## src/hdl/lurs_pkg.sv

```systemverilog
// Shared types and constants for the LCG uniform range sampler.
// Has no dependencies. The controller, the datapath and the top level import it.
`timescale 1ns / 1ps

package lurs_pkg;

  // Status codes carried by a result
  localparam logic [1:0] ST_OK    = 2'd0;
  localparam logic [1:0] ST_EMPTY = 2'd1;
  localparam logic [1:0] ST_SPAN  = 2'd2;

  // Register index (bit 2 of the byte address)
  localparam logic REG_SEED = 1'b0;

  // Generator constants
  localparam logic [31:0] LCG_MUL    = 32'd1103515245;
  localparam logic [31:0] LCG_ADD    = 32'd12345;
  localparam int          DRAW_SHIFT = 16;

  typedef enum logic [7:0] {
    S_IDLE  = 8'b0000_0001,
    S_CHECK = 8'b0000_0010,
    S_LIM   = 8'b0000_0100,
    S_MUL   = 8'b0000_1000,
    S_ADV   = 8'b0001_0000,
    S_TEST  = 8'b0010_0000,
    S_MOD   = 8'b0100_0000,
    S_DONE  = 8'b1000_0000
  } state_t;

  // Commands from the controller to the datapath
  typedef struct packed {
    logic ld_req;   // capture the request bounds
    logic chk;      // latch range status, start the limit remainder
    logic step;     // one remainder step
    logic ld_lim;   // latch the rejection limit
    logic mul;      // register state * multiplier
    logic adv;      // add the increment, update the state
    logic start_mod; // start draw mod modulus
    logic ld_out;   // load the result register
  } cmd_t;

  // Status from the datapath to the controller
  typedef struct packed {
    logic fail;     // low bound not below high bound, or range too wide
    logic rej;      // current draw lies above the limit
    logic last;     // final remainder step
  } stat_t;

endpackage

```

## src/hdl/lcg_uniform_range_sampler.sv

```systemverilog
// Top level of the LCG uniform range sampler: ports, APB decode, assertions.
// Depends on lurs_pkg, lurs_ctrl and lurs_dp.
//
// Usage:
//   Input channel (in_valid/in_stall) carries one request: range_low and
//   range_high, both inclusive bounds. The result channel (out_valid/out_stall)
//   returns exactly one result per request: out_value and out_status
//   (0 ok, 1 range_low not below range_high, 2 span wider than a draw).
//   The seed register (byte address 0) sets the generator state when written;
//   write it only while no request is in flight.
// Timing:
//   An error request goes through S_CHECK and S_DONE before out_valid rises; a
//   valid one goes through S_CHECK, S_LIM, then S_MUL, S_ADV and S_TEST once per
//   draw (at least half of all draws pass), then S_MOD and S_DONE. The
//   bit-serial remainder unit dominates: one pass for the limit, one for the
//   accepted draw. Only one request is worked on at a time; the next is accepted
//   in S_IDLE once the result has been loaded.
// Reset: synchronous, active low; clear the seed, the generator state and any pending result.
// Stall: hold a pending result on the out_ ports while out_stall is high; a new request may
//   still be accepted and worked on, finishing once the result register frees.
`timescale 1ns / 1ps

module lcg_uniform_range_sampler
  import lurs_pkg::*;
#(
  parameter int DRAW_BITS = 15
) (
  input  logic        clk,
  input  logic        rst_n,
  // request channel
  input  logic        in_valid,
  output logic        in_stall,
  input  logic [31:0] in_range_low,
  input  logic [31:0] in_range_high,
  // result channel
  output logic        out_valid,
  input  logic        out_stall,
  output logic [31:0] out_value,
  output logic [1:0]  out_status,
  // configuration port
  input  logic        psel,
  input  logic        penable,
  input  logic        pwrite,
  input  logic [2:0]  paddr,
  input  logic [31:0] pwdata,
  output logic [31:0] prdata,
  output logic        pready
);

  cmd_t  cmd;
  stat_t stat;
  logic  cfg_wr;

  // Zero-wait port: write on the access phase
  assign pready = 1'b1;
  assign cfg_wr = psel && penable && pwrite && pready;

  lurs_ctrl u_ctrl (
    .clk       (clk),
    .rst_n     (rst_n),
    .in_valid  (in_valid),
    .in_stall  (in_stall),
    .out_valid (out_valid),
    .out_stall (out_stall),
    .stat      (stat),
    .cmd       (cmd)
  );

  lurs_dp #(
    .DRAW_BITS (DRAW_BITS)
  ) u_dp (
    .clk           (clk),
    .rst_n         (rst_n),
    .in_range_low  (in_range_low),
    .in_range_high (in_range_high),
    .cfg_wr        (cfg_wr),
    .cfg_idx       (paddr[2]),
    .cfg_wdata     (pwdata),
    .cfg_rdata     (prdata),
    .cmd           (cmd),
    .stat          (stat),
    .out_value     (out_value),
    .out_status    (out_status)
  );

  // An accepted request blocks further requests in the next cycle
  a_busy_after_accept: assert property (@(posedge clk) disable iff (!rst_n)
    (in_valid && !in_stall) |=> in_stall)
    else $error("request accepted while busy");

  // Status stays within its defined codes
  a_status_code: assert property (@(posedge clk) disable iff (!rst_n)
    out_valid |-> (out_status == ST_OK || out_status == ST_EMPTY ||
                   out_status == ST_SPAN))
    else $error("undefined status code");

  // Reset leaves no result pending
  a_reset_clears: assert property (@(posedge clk)
    !rst_n |=> !out_valid)
    else $error("result pending after reset");

endmodule

```

## src/hdl/lurs_ctrl.sv

```systemverilog
// Sequencing state machine of the sampler: handshakes and draw loop.
// Depends on lurs_pkg; drives lurs_dp through cmd_t, reads stat_t.
`timescale 1ns / 1ps

module lurs_ctrl
  import lurs_pkg::*;
(
  input  logic  clk,
  input  logic  rst_n,
  input  logic  in_valid,
  output logic  in_stall,
  output logic  out_valid,
  input  logic  out_stall,
  input  stat_t stat,
  output cmd_t  cmd
);

  state_t state_r, state_nxt;
  logic   ovalid_r, ovalid_nxt;
  logic   out_free;

  assign out_free  = !ovalid_r || !out_stall;
  assign in_stall  = (state_r != S_IDLE);
  assign out_valid = ovalid_r;

  always_comb begin
    state_nxt  = state_r;
    ovalid_nxt = ovalid_r && out_stall;
    cmd        = '0;
    case (state_r)
      S_IDLE: begin
        if (in_valid) begin
          cmd.ld_req = 1'b1;
          state_nxt  = S_CHECK;
        end
      end
      S_CHECK: begin
        cmd.chk   = 1'b1;
        state_nxt = stat.fail ? S_DONE : S_LIM;
      end
      S_LIM: begin
        cmd.step = 1'b1;
        if (stat.last) state_nxt = S_MUL;
      end
      S_MUL: begin
        cmd.mul    = 1'b1;
        cmd.ld_lim = 1'b1;
        state_nxt  = S_ADV;
      end
      S_ADV: begin
        cmd.adv   = 1'b1;
        state_nxt = S_TEST;
      end
      S_TEST: begin
        if (stat.rej) begin
          state_nxt = S_MUL;
        end else begin
          cmd.start_mod = 1'b1;
          state_nxt     = S_MOD;
        end
      end
      S_MOD: begin
        cmd.step = 1'b1;
        if (stat.last) state_nxt = S_DONE;
      end
      S_DONE: begin
        if (out_free) begin
          cmd.ld_out = 1'b1;
          ovalid_nxt = 1'b1;
          state_nxt  = S_IDLE;
        end
      end
      default: state_nxt = S_IDLE;
    endcase
  end

  always_ff @(posedge clk) begin
    if (!rst_n) begin
      state_r  <= S_IDLE;
      ovalid_r <= 1'b0;
    end else begin
      state_r  <= state_nxt;
      ovalid_r <= ovalid_nxt;
    end
  end

endmodule

```

## src/hdl/lurs_dp.sv

```systemverilog
// Datapath of the sampler: seed register, LCG, shared remainder unit, result.
// Depends on lurs_pkg; commanded by lurs_ctrl.
`timescale 1ns / 1ps

module lurs_dp
  import lurs_pkg::*;
#(
  parameter int DRAW_BITS = 15
) (
  input  logic        clk,
  input  logic        rst_n,
  input  logic [31:0] in_range_low,
  input  logic [31:0] in_range_high,
  input  logic        cfg_wr,
  input  logic        cfg_idx,
  input  logic [31:0] cfg_wdata,
  output logic [31:0] cfg_rdata,
  input  cmd_t        cmd,
  output stat_t       stat,
  output logic [31:0] out_value,
  output logic [1:0]  out_status
);

  localparam int DW = DRAW_BITS + 1;
  localparam int CW = $clog2(DW);
  localparam logic [31:0] DRAW_MAX = 32'((64'd1 << DRAW_BITS) - 64'd1);

  logic [31:0]          seed_r, seed_nxt;
  logic [31:0]          lcg_r, lcg_nxt;
  logic [31:0]          prod_r;
  logic [31:0]          lo_r, hi_r;
  logic [1:0]           st_r;
  logic [DW-1:0]        mod_r, div_r, div_nxt, rem_r, rem_nxt;
  logic [CW-1:0]        cnt_r, cnt_nxt;
  logic [DRAW_BITS-1:0] lim_r, draw;
  logic [31:0]          val_r;
  logic [1:0]           ost_r;
  logic [31:0]          span;
  logic                 inv, wide;
  logic [DW:0]          sh, diff;

  assign span = hi_r - lo_r;
  assign inv  = (lo_r >= hi_r);
  assign wide = (span > DRAW_MAX);
  assign draw = lcg_r[DRAW_SHIFT+DRAW_BITS-1:DRAW_SHIFT];

  assign stat.fail = inv || wide;
  assign stat.rej  = (draw > lim_r);
  assign stat.last = (cnt_r == '0);

  // Restoring remainder step: shift in one dividend bit, subtract if it fits
  assign sh   = {rem_r, div_r[DW-1]};
  assign diff = sh - {1'b0, mod_r};

  always_comb begin
    rem_nxt = rem_r;
    div_nxt = div_r;
    cnt_nxt = cnt_r;
    if (cmd.chk) begin
      rem_nxt = '0;
      div_nxt = DW'(1) << DRAW_BITS;
      cnt_nxt = CW'(DW - 1);
    end else if (cmd.start_mod) begin
      rem_nxt = '0;
      div_nxt = {1'b0, draw};
      cnt_nxt = CW'(DW - 1);
    end else if (cmd.step) begin
      rem_nxt = (sh >= {1'b0, mod_r}) ? diff[DW-1:0] : sh[DW-1:0];
      div_nxt = {div_r[DW-2:0], 1'b0};
      cnt_nxt = cnt_r - CW'(1);
    end
  end

  always_comb begin
    seed_nxt = seed_r;
    lcg_nxt  = lcg_r;
    if (cfg_wr && cfg_idx == REG_SEED) begin
      seed_nxt = cfg_wdata;
      lcg_nxt  = cfg_wdata;
    end else if (cmd.adv) begin
      lcg_nxt = prod_r + LCG_ADD;
    end
  end

  always_ff @(posedge clk) begin
    if (!rst_n) begin
      seed_r <= '0;
      lcg_r  <= '0;
    end else begin
      seed_r <= seed_nxt;
      lcg_r  <= lcg_nxt;
    end
  end

  always_ff @(posedge clk) begin
    rem_r <= rem_nxt;
    div_r <= div_nxt;
    cnt_r <= cnt_nxt;
    if (cmd.ld_req) begin
      lo_r <= in_range_low;
      hi_r <= in_range_high;
    end
    if (cmd.chk) begin
      st_r  <= inv ? ST_EMPTY : (wide ? ST_SPAN : ST_OK);
      mod_r <= span[DRAW_BITS:0] + DW'(1);
    end
    if (cmd.ld_lim) lim_r <= DRAW_MAX[DRAW_BITS-1:0] - rem_r[DRAW_BITS-1:0];
    if (cmd.mul) prod_r <= lcg_r * LCG_MUL;
    if (cmd.ld_out) begin
      val_r <= (st_r == ST_OK) ? lo_r + {{(32-DW){1'b0}}, rem_r} : hi_r;
      ost_r <= st_r;
    end
  end

  assign cfg_rdata  = seed_r;
  assign out_value  = val_r;
  assign out_status = ost_r;

endmodule
```

## config.mk

```make
export PLATFORM = sky130hd
export DESIGN_NAME = lcg_uniform_range_sampler
export DESIGN_NICKNAME = d
export VERILOG_FILES = /design/src/hdl/lurs_pkg.sv /design/src/hdl/lcg_uniform_range_sampler.sv /design/src/hdl/lurs_ctrl.sv /design/src/hdl/lurs_dp.sv
export SDC_FILE = /design/constraint.sdc
export NUM_CORES = 1
export LEC_CHECK = 0
export BUFFER_PORTS_ARGS = -buffer_cell sky130_fd_sc_hd__clkbuf_2
export CORE_MARGIN = 2
export CORE_UTILIZATION = 50
export DETAILED_ROUTE_END_ITERATION = 16
export GPL_ROUTABILITY_DRIVEN = 0
export HOLD_SLACK_MARGIN = 0.05
export PLACE_DENSITY = 0.66
export SYNTH_ARGS = -nofsm -noshare
export SYNTH_HDL_FRONTEND = slang
export SYNTH_SLANG_ARGS = --single-unit
```

## constraint.sdc

```tcl
create_clock -name clk -period 7.1 [get_ports clk]
set_input_delay 1.42 -clock clk [delete_from_list [all_inputs] [get_ports clk]]
set_output_delay 1.42 -clock clk [all_outputs]
set_load 0.02 [all_outputs]
```

# Word-level counts from Yosys, hierarchy flattened
# Cells that the tools add are included.
totals:
  reg_bits: 272
  wordCells: 82
op_classes:
  addsub: 7
  mul: 1
  magnitude_cmp: 4
  eq_ne: 13
  n_mux: 26
  n_bitwise: 1
  reduce_logical: 15
ops:
  columns: ["op", "n"]
  rows:
  - ["32-bit 2-to-1 mux", 3]
  - ["8-bit one-hot mux with 8 select lines", 1]
  - ["16-bit 2-to-1 mux", 3]
  - ["8-bit 2-to-1 mux", 5]
  - ["32-bit by 14-bit adder with 32-bit output, second input constant", 1]
  - ["32-bit by 16-bit adder with 32-bit output", 1]
  - ["32-bit greater-or-equal comparator", 1]
  - ["32-bit by 15-bit > comparator with 1-bit output, second input constant", 1]
  - ["32-bit by 31-bit multiplier with 32-bit output, second input constant", 1]
  - ["32-bit subtractor", 1]
  - ["17-bit by 16-bit greater-or-equal comparator with 1-bit output", 1]
  - ["16-bit by 1-bit adder with 16-bit output, second input constant", 1]
  - ["16-bit subtractor", 1]
  - ["15-bit > comparator", 1]
  - ["15-bit subtractor, first input constant", 1]
  - ["1-bit 2-to-1 mux", 11]
  - ["8-bit by 1-bit equality test with 1-bit output, second input constant", 1]
  - ["8-bit by 2-bit equality test with 1-bit output, second input constant", 1]
  - ["8-bit by 3-bit equality test with 1-bit output, second input constant", 1]
  - ["8-bit by 4-bit equality test with 1-bit output, second input constant", 1]
  - ["8-bit by 5-bit equality test with 1-bit output, second input constant", 1]
  - ["8-bit by 6-bit equality test with 1-bit output, second input constant", 1]
  - ["8-bit by 7-bit equality test with 1-bit output, second input constant", 1]
  - ["8-bit equality test, second input constant", 1]
  - ["other kinds (15)", 25]

# Depth between registers and ports, before layout
logic_depth:
  ltp_word: 5
  depth_mapped: 24

# Modules after synthesis
# A second synthesis with hierarchy kept.
unflattened:
  hier_cells: 2318
  area_unflattened_um2: 22785.6
modules_own_cells:
  columns: ["module", "instances", "cells_each", "area_each_um2", "seq_area_each_um2"]
  rows:
  - ["lurs_dp", 1, 2240, 22136.2, 6846.6]
  - ["lurs_ctrl", 1, 75, 631.9, 180.2]
  - ["lcg_uniform_range_sampler", 1, 3, 17.5, 0.0]

# Least setup slack after synthesis
# Ideal clock, no wire load.
synth_path:
  path_type: "reg-to-reg"
  start: "reg u_dp.lcg_r[6]"
  end: "reg u_dp.prod_r[30], data pin"
  setup_time_ns: 0.262
  arrival_ns: 6.281
  path_slack_ns: 0.557
  path_stages_with_launch: 24
  path_buffers: 0
  path_cell_list: "dfxtp_1 > ha_1 > xor2_1 > ha_1 > nand2b_1 > fa_1 > inv_1 > fa_1 > inv_1 > fa_1 > inv_1 > fa_1 > fa_1 > fa_1 > inv_1 > ha_1 > o21a_1 > o21a_1 > o21a_1 > o221a_2 > o21ai_0 > o311ai_1 > o31ai_1 > xnor2_1"
synth_via:
  elab_chain_cells: 1
synth_lines:
  columns: ["item", "line", "text"]
  rows:
  - ["start, declared", "lurs_dp.sv:29", "logic [31:0] lcg_r, lcg_nxt;"]
  - ["start signal, assigned", "lurs_dp.sv:91", "lcg_r <= lcg_nxt;"]
  - ["32-bit by 31-bit multiplier with 32-bit output", "lurs_dp.sv:108", "if (cmd.mul) prod_r <= lcg_r * LCG_MUL;"]
  - ["end signal, assigned", "lurs_dp.sv:108", null]
  - ["end, declared", "lurs_dp.sv:30", "logic [31:0] prod_r;"]
# No other way between the ends.
# A chain may end at the register's enable or synchronous reset.

# Worst setup path after layout
layout_path:
  start: "reg u_dp.lcg_r[7]"
  end: "reg u_dp.prod_r[30], data pin"
# Same word-level chain as after synthesis.

==> out/qor.csv <==
stage;metric;value;unit
global_route;initial antenna violation count;0;
clock_tree;Sink Count;270;
layout;post-route cell area;0.0255;sq mm
clock_tree;H-tree depth;1;
global_route;largest net degree at the start of global routing;73;
synth;Top FF cell, synth;edfxtp_1;
sta;Fmax;147;MHz
drt;Avg WL per Cell;18.2;um
sta;RSZ-0062 raised after global routing;false;
sta;setup ws final;0.308;ns
critical_path;CP required;7.44;ns
layout;Layout area overhead;12.1;%
critical_path;Critical Path Slowest Stage Cell;fa_1;
critical_path;slowest stage delay, CP;0.54;ns
global_route;vias in the first global route;17453;
sta;Max-slew headroom;0.174;
layout;commonest non-fill, non-tap cell in the layout;inv_1;
clock_tree;CTS Buffer Depth;3;
clock_tree;CTS Hold Bufs;0;
floorplan;core area;0.0451;sq mm
global_route;GR peak layer;met2;
synth;Synth cell types;84;
critical_path;crit-path most repeated cell;fa_1;
placed_design;Final HPWL DP;46200;um
critical_path;CP startpoint kind;register;
drt;overall routed net length;57200;um
global_route;grt ovf;0;
synth;EDFF count, synth;162;
hold_path;worst hold-check path type;reg -> reg;
sta;Tmin final;6.79;ns
floorplan;Die Y;217;um
synth;Synth Instances;2338;
synth;Mapped Area;0.0227;sq mm
global_route;met1 GRT Util;0.320;
drt;number of vias per cell;5.45;
layout;leading cell types in the layout, fill and taps excluded;inv_1 (417), ha_1 (253), nand2_1 (214), fa_1 (177), clkbuf_2 (171);
global_route;met2 layer usage reported by global route;0.430;
critical_path;Cell Chain, Critical Path;buf_4, ha_1, xor2_1, ha_1, a21oi_1, fa_1, fa_1, inv_1, fa_1, fa_1, fa_1, inv_1, fa_1, inv_1, ha_1, or4_1, o221a_2, o21ai_0, buf_4, o311ai_1, o31ai_1, xnor2_1;
drt;drt initial violations;997;
clock_tree;total CTS buffers;31;
placed_design;Post-Place Worst Slack;0.240;ns
floorplan;I/O pin count;175;
sta;Slew Viols, Final;0;
drt;DRC;0;
synth;#FFs+latches synth;270;
clock_tree;Root Buffer;clkbuf_16;
synth;adder-cell share of the synthesized area;0.295;
sta;Setup TNS Final;0;ns
layout;Nets;3061;
floorplan;die width;217;um
status;outcome;completed;
critical_path;flop-to-flop setup slack;0.31;ns
floorplan;row cnt;78;
synth;Post-synth ARST share;0;
sta;Fin. Hold Viols;0;
job;max cap viols;0;
critical_path;Critical Path End Type;register;
drt;Antenna Nets Post-Route;0;
synth;post-synthesis mux area share;0.00887;
placed_design;Buffers on Ports;171;
critical_path;Worst Path Class, Setup;reg -> reg;
layout;n_diodes;0;
floorplan;starting density of the core;0.504;
floorplan;die area;0.0471;sq mm
clock_tree;TritonCTS clock tree;yes;
synth;Compound-Gate Fraction of Synth Area;0.135;
clock_tree;Clk Latency, worst-skew pair;0.61;ns
placed_design;placed cell area;0.0244;sq mm
sta;worst-margin pin slew;1.24;ns
drt;routed via count;17167;
synth;combinational family with the most area after synthesis;adder cells;
critical_path;Arr. time, crit path;7.13;ns
synth;Syn Area/Cell;9.72;sq um
sta;period utilisation layout;0.957;
hold_path;Hold Path Stages;2;
global_route;All-Layer GR Usage;0.244;
critical_path;CP Max Fanout;5;
synth;sequential fraction of the synthesis area;0.309;
synth;XOR/XNOR Fraction of Synth Area;0.0586;
global_route;first-pass GRT wire length;91400;um
pwr;total power per unit cell area;181;mW/mm^2
drt;DRT Pass-1 Iters;5;
synth;Simple-Gate Fraction of Synth Area;0.112;
synth;Post-Syn Nets;2874;
sta;Final Skew;0.0215;ns
critical_path;R2R depth;22;
global_route;met3 Track Usage GR;0.0245;
pwr;Leak;0.0119;uW
synth;number of synthesis warnings;0;
pwr;peak supply drop;0.175;mV
layout;layout cells sized above 1;0.113;
sta;setup violators final;0;
clock_tree;Clock transition at path regs;0.06;ns
-- cells in the mapped netlist, drive strengths merged (12+ instances only) --
cell    count  area [sq um]
inv       418          1570
ha        253          3170
nand2     215           810
fa        177          3540
edfxtp    162          4860
dfxtp     108          2160
a21oi      96           495
xnor2      95           832
nor2       91           342
o21ai      84           420
a21boi     67           503
xor2       57           499
clkbuf     48           180
a211oi     47           353
nand3      41           205
o211ai     32           240
nor3       30           155
a21o       27           203
nand4      25           156
and3       21           131
nand2b     20           125
mux2i      19           190
o21a       19           143
nor2b      18           113
and2       17           106
a311oi     12           105
a31oi      12          75.1
nor4       12          93.8
-- where the power goes --
| part | switching [uW] | internal (uW) | total [uW] |
|---|---|---|---|
| sequential | 71.7 | 1750 | 1820 |
| clock | 680 | 961 | 1640 |
| combinational | 673 | 473 | 1150 |
-- metal layers --
| metal | part of all wire | routed length (um) |
|---|---|---|
| met5 | 0 | 0 |
| met4 | 0.027 | 1570 |
| met3 | 0.040 | 2290 |
| met2 | 0.50 | 28500 |
| met1 | 0.43 | 24800 |
-- final cells by class --
cell class / instances / area (sq um)
fillers: 4023 / 19600
multi-input cells: 1591 / 13900
flip-flops and latches: 270 / 7030
inverters: 419 / 1570
repair buffers: 212 / 1160
clock buffers: 49 / 955
well taps: 600 / 751
clock inverters: 8 / 85.1
-- kinds of logic after synthesis --
logic type | count (synthesis)
XOR/XNOR | 152
other | 1
AO/OA/AOI/OAI | 457
multiplexers | 20
adder cells (fa/ha/maj) | 430
AND/OR/NAND/NOR | 531
flip-flops | 270
buffers and inverters | 477
-- flip-flops by register name, indices dropped and copies added (netlist names), 31 cells and up --
register,cells
u_dp.out_value,32
u_dp.hi_r,32
u_dp.lcg_r,31
u_dp.prod_r,31
u_dp.cfg_rdata,32
u_dp.lo_r,32
-- critical path, delay by kind of cell, from the launching register on --
family	cells	cell delay, ns
simple gates	1	0.54
compound gates	5	1.14
xor+xnor	2	0.29
flops	1	0.35
buf+inv	5	0.49
fa+ha+maj	9	3.72
-- what timing repair did --
action                                  in CTS  in global routing
buffers inserted                             0                  0
resized for setup                            0                  3
endpoints found under the setup margin       0                  1
-- worst paths after layout --
| path | end | startpoint |
|---|---|---|
| max reg2reg | u_dp.prod_r[30] | u_dp.lcg_r[7] |
| min reg2reg | u_dp.cfg_rdata[15] | u_dp.cfg_rdata[15] |
| max | u_dp.prod_r[30] | u_dp.lcg_r[7] |
| min | u_dp.cfg_rdata[15] | u_dp.cfg_rdata[15] |
-- stage by stage --
step	hold slack, ns	power, uW	instances	util
3_3_place_gp	0.445	2960	3092	0.542
6_report	0.464	4610	3149	0.565
2_1_floorplan	0.432	2700	2338	-
5_1_grt	0.488	4850	3149	0.565
4_1_cts	0.463	4640	3149	0.565
3_5_place_dp	0.457	2990	3092	0.542
(Power assumes the default switching activity.)
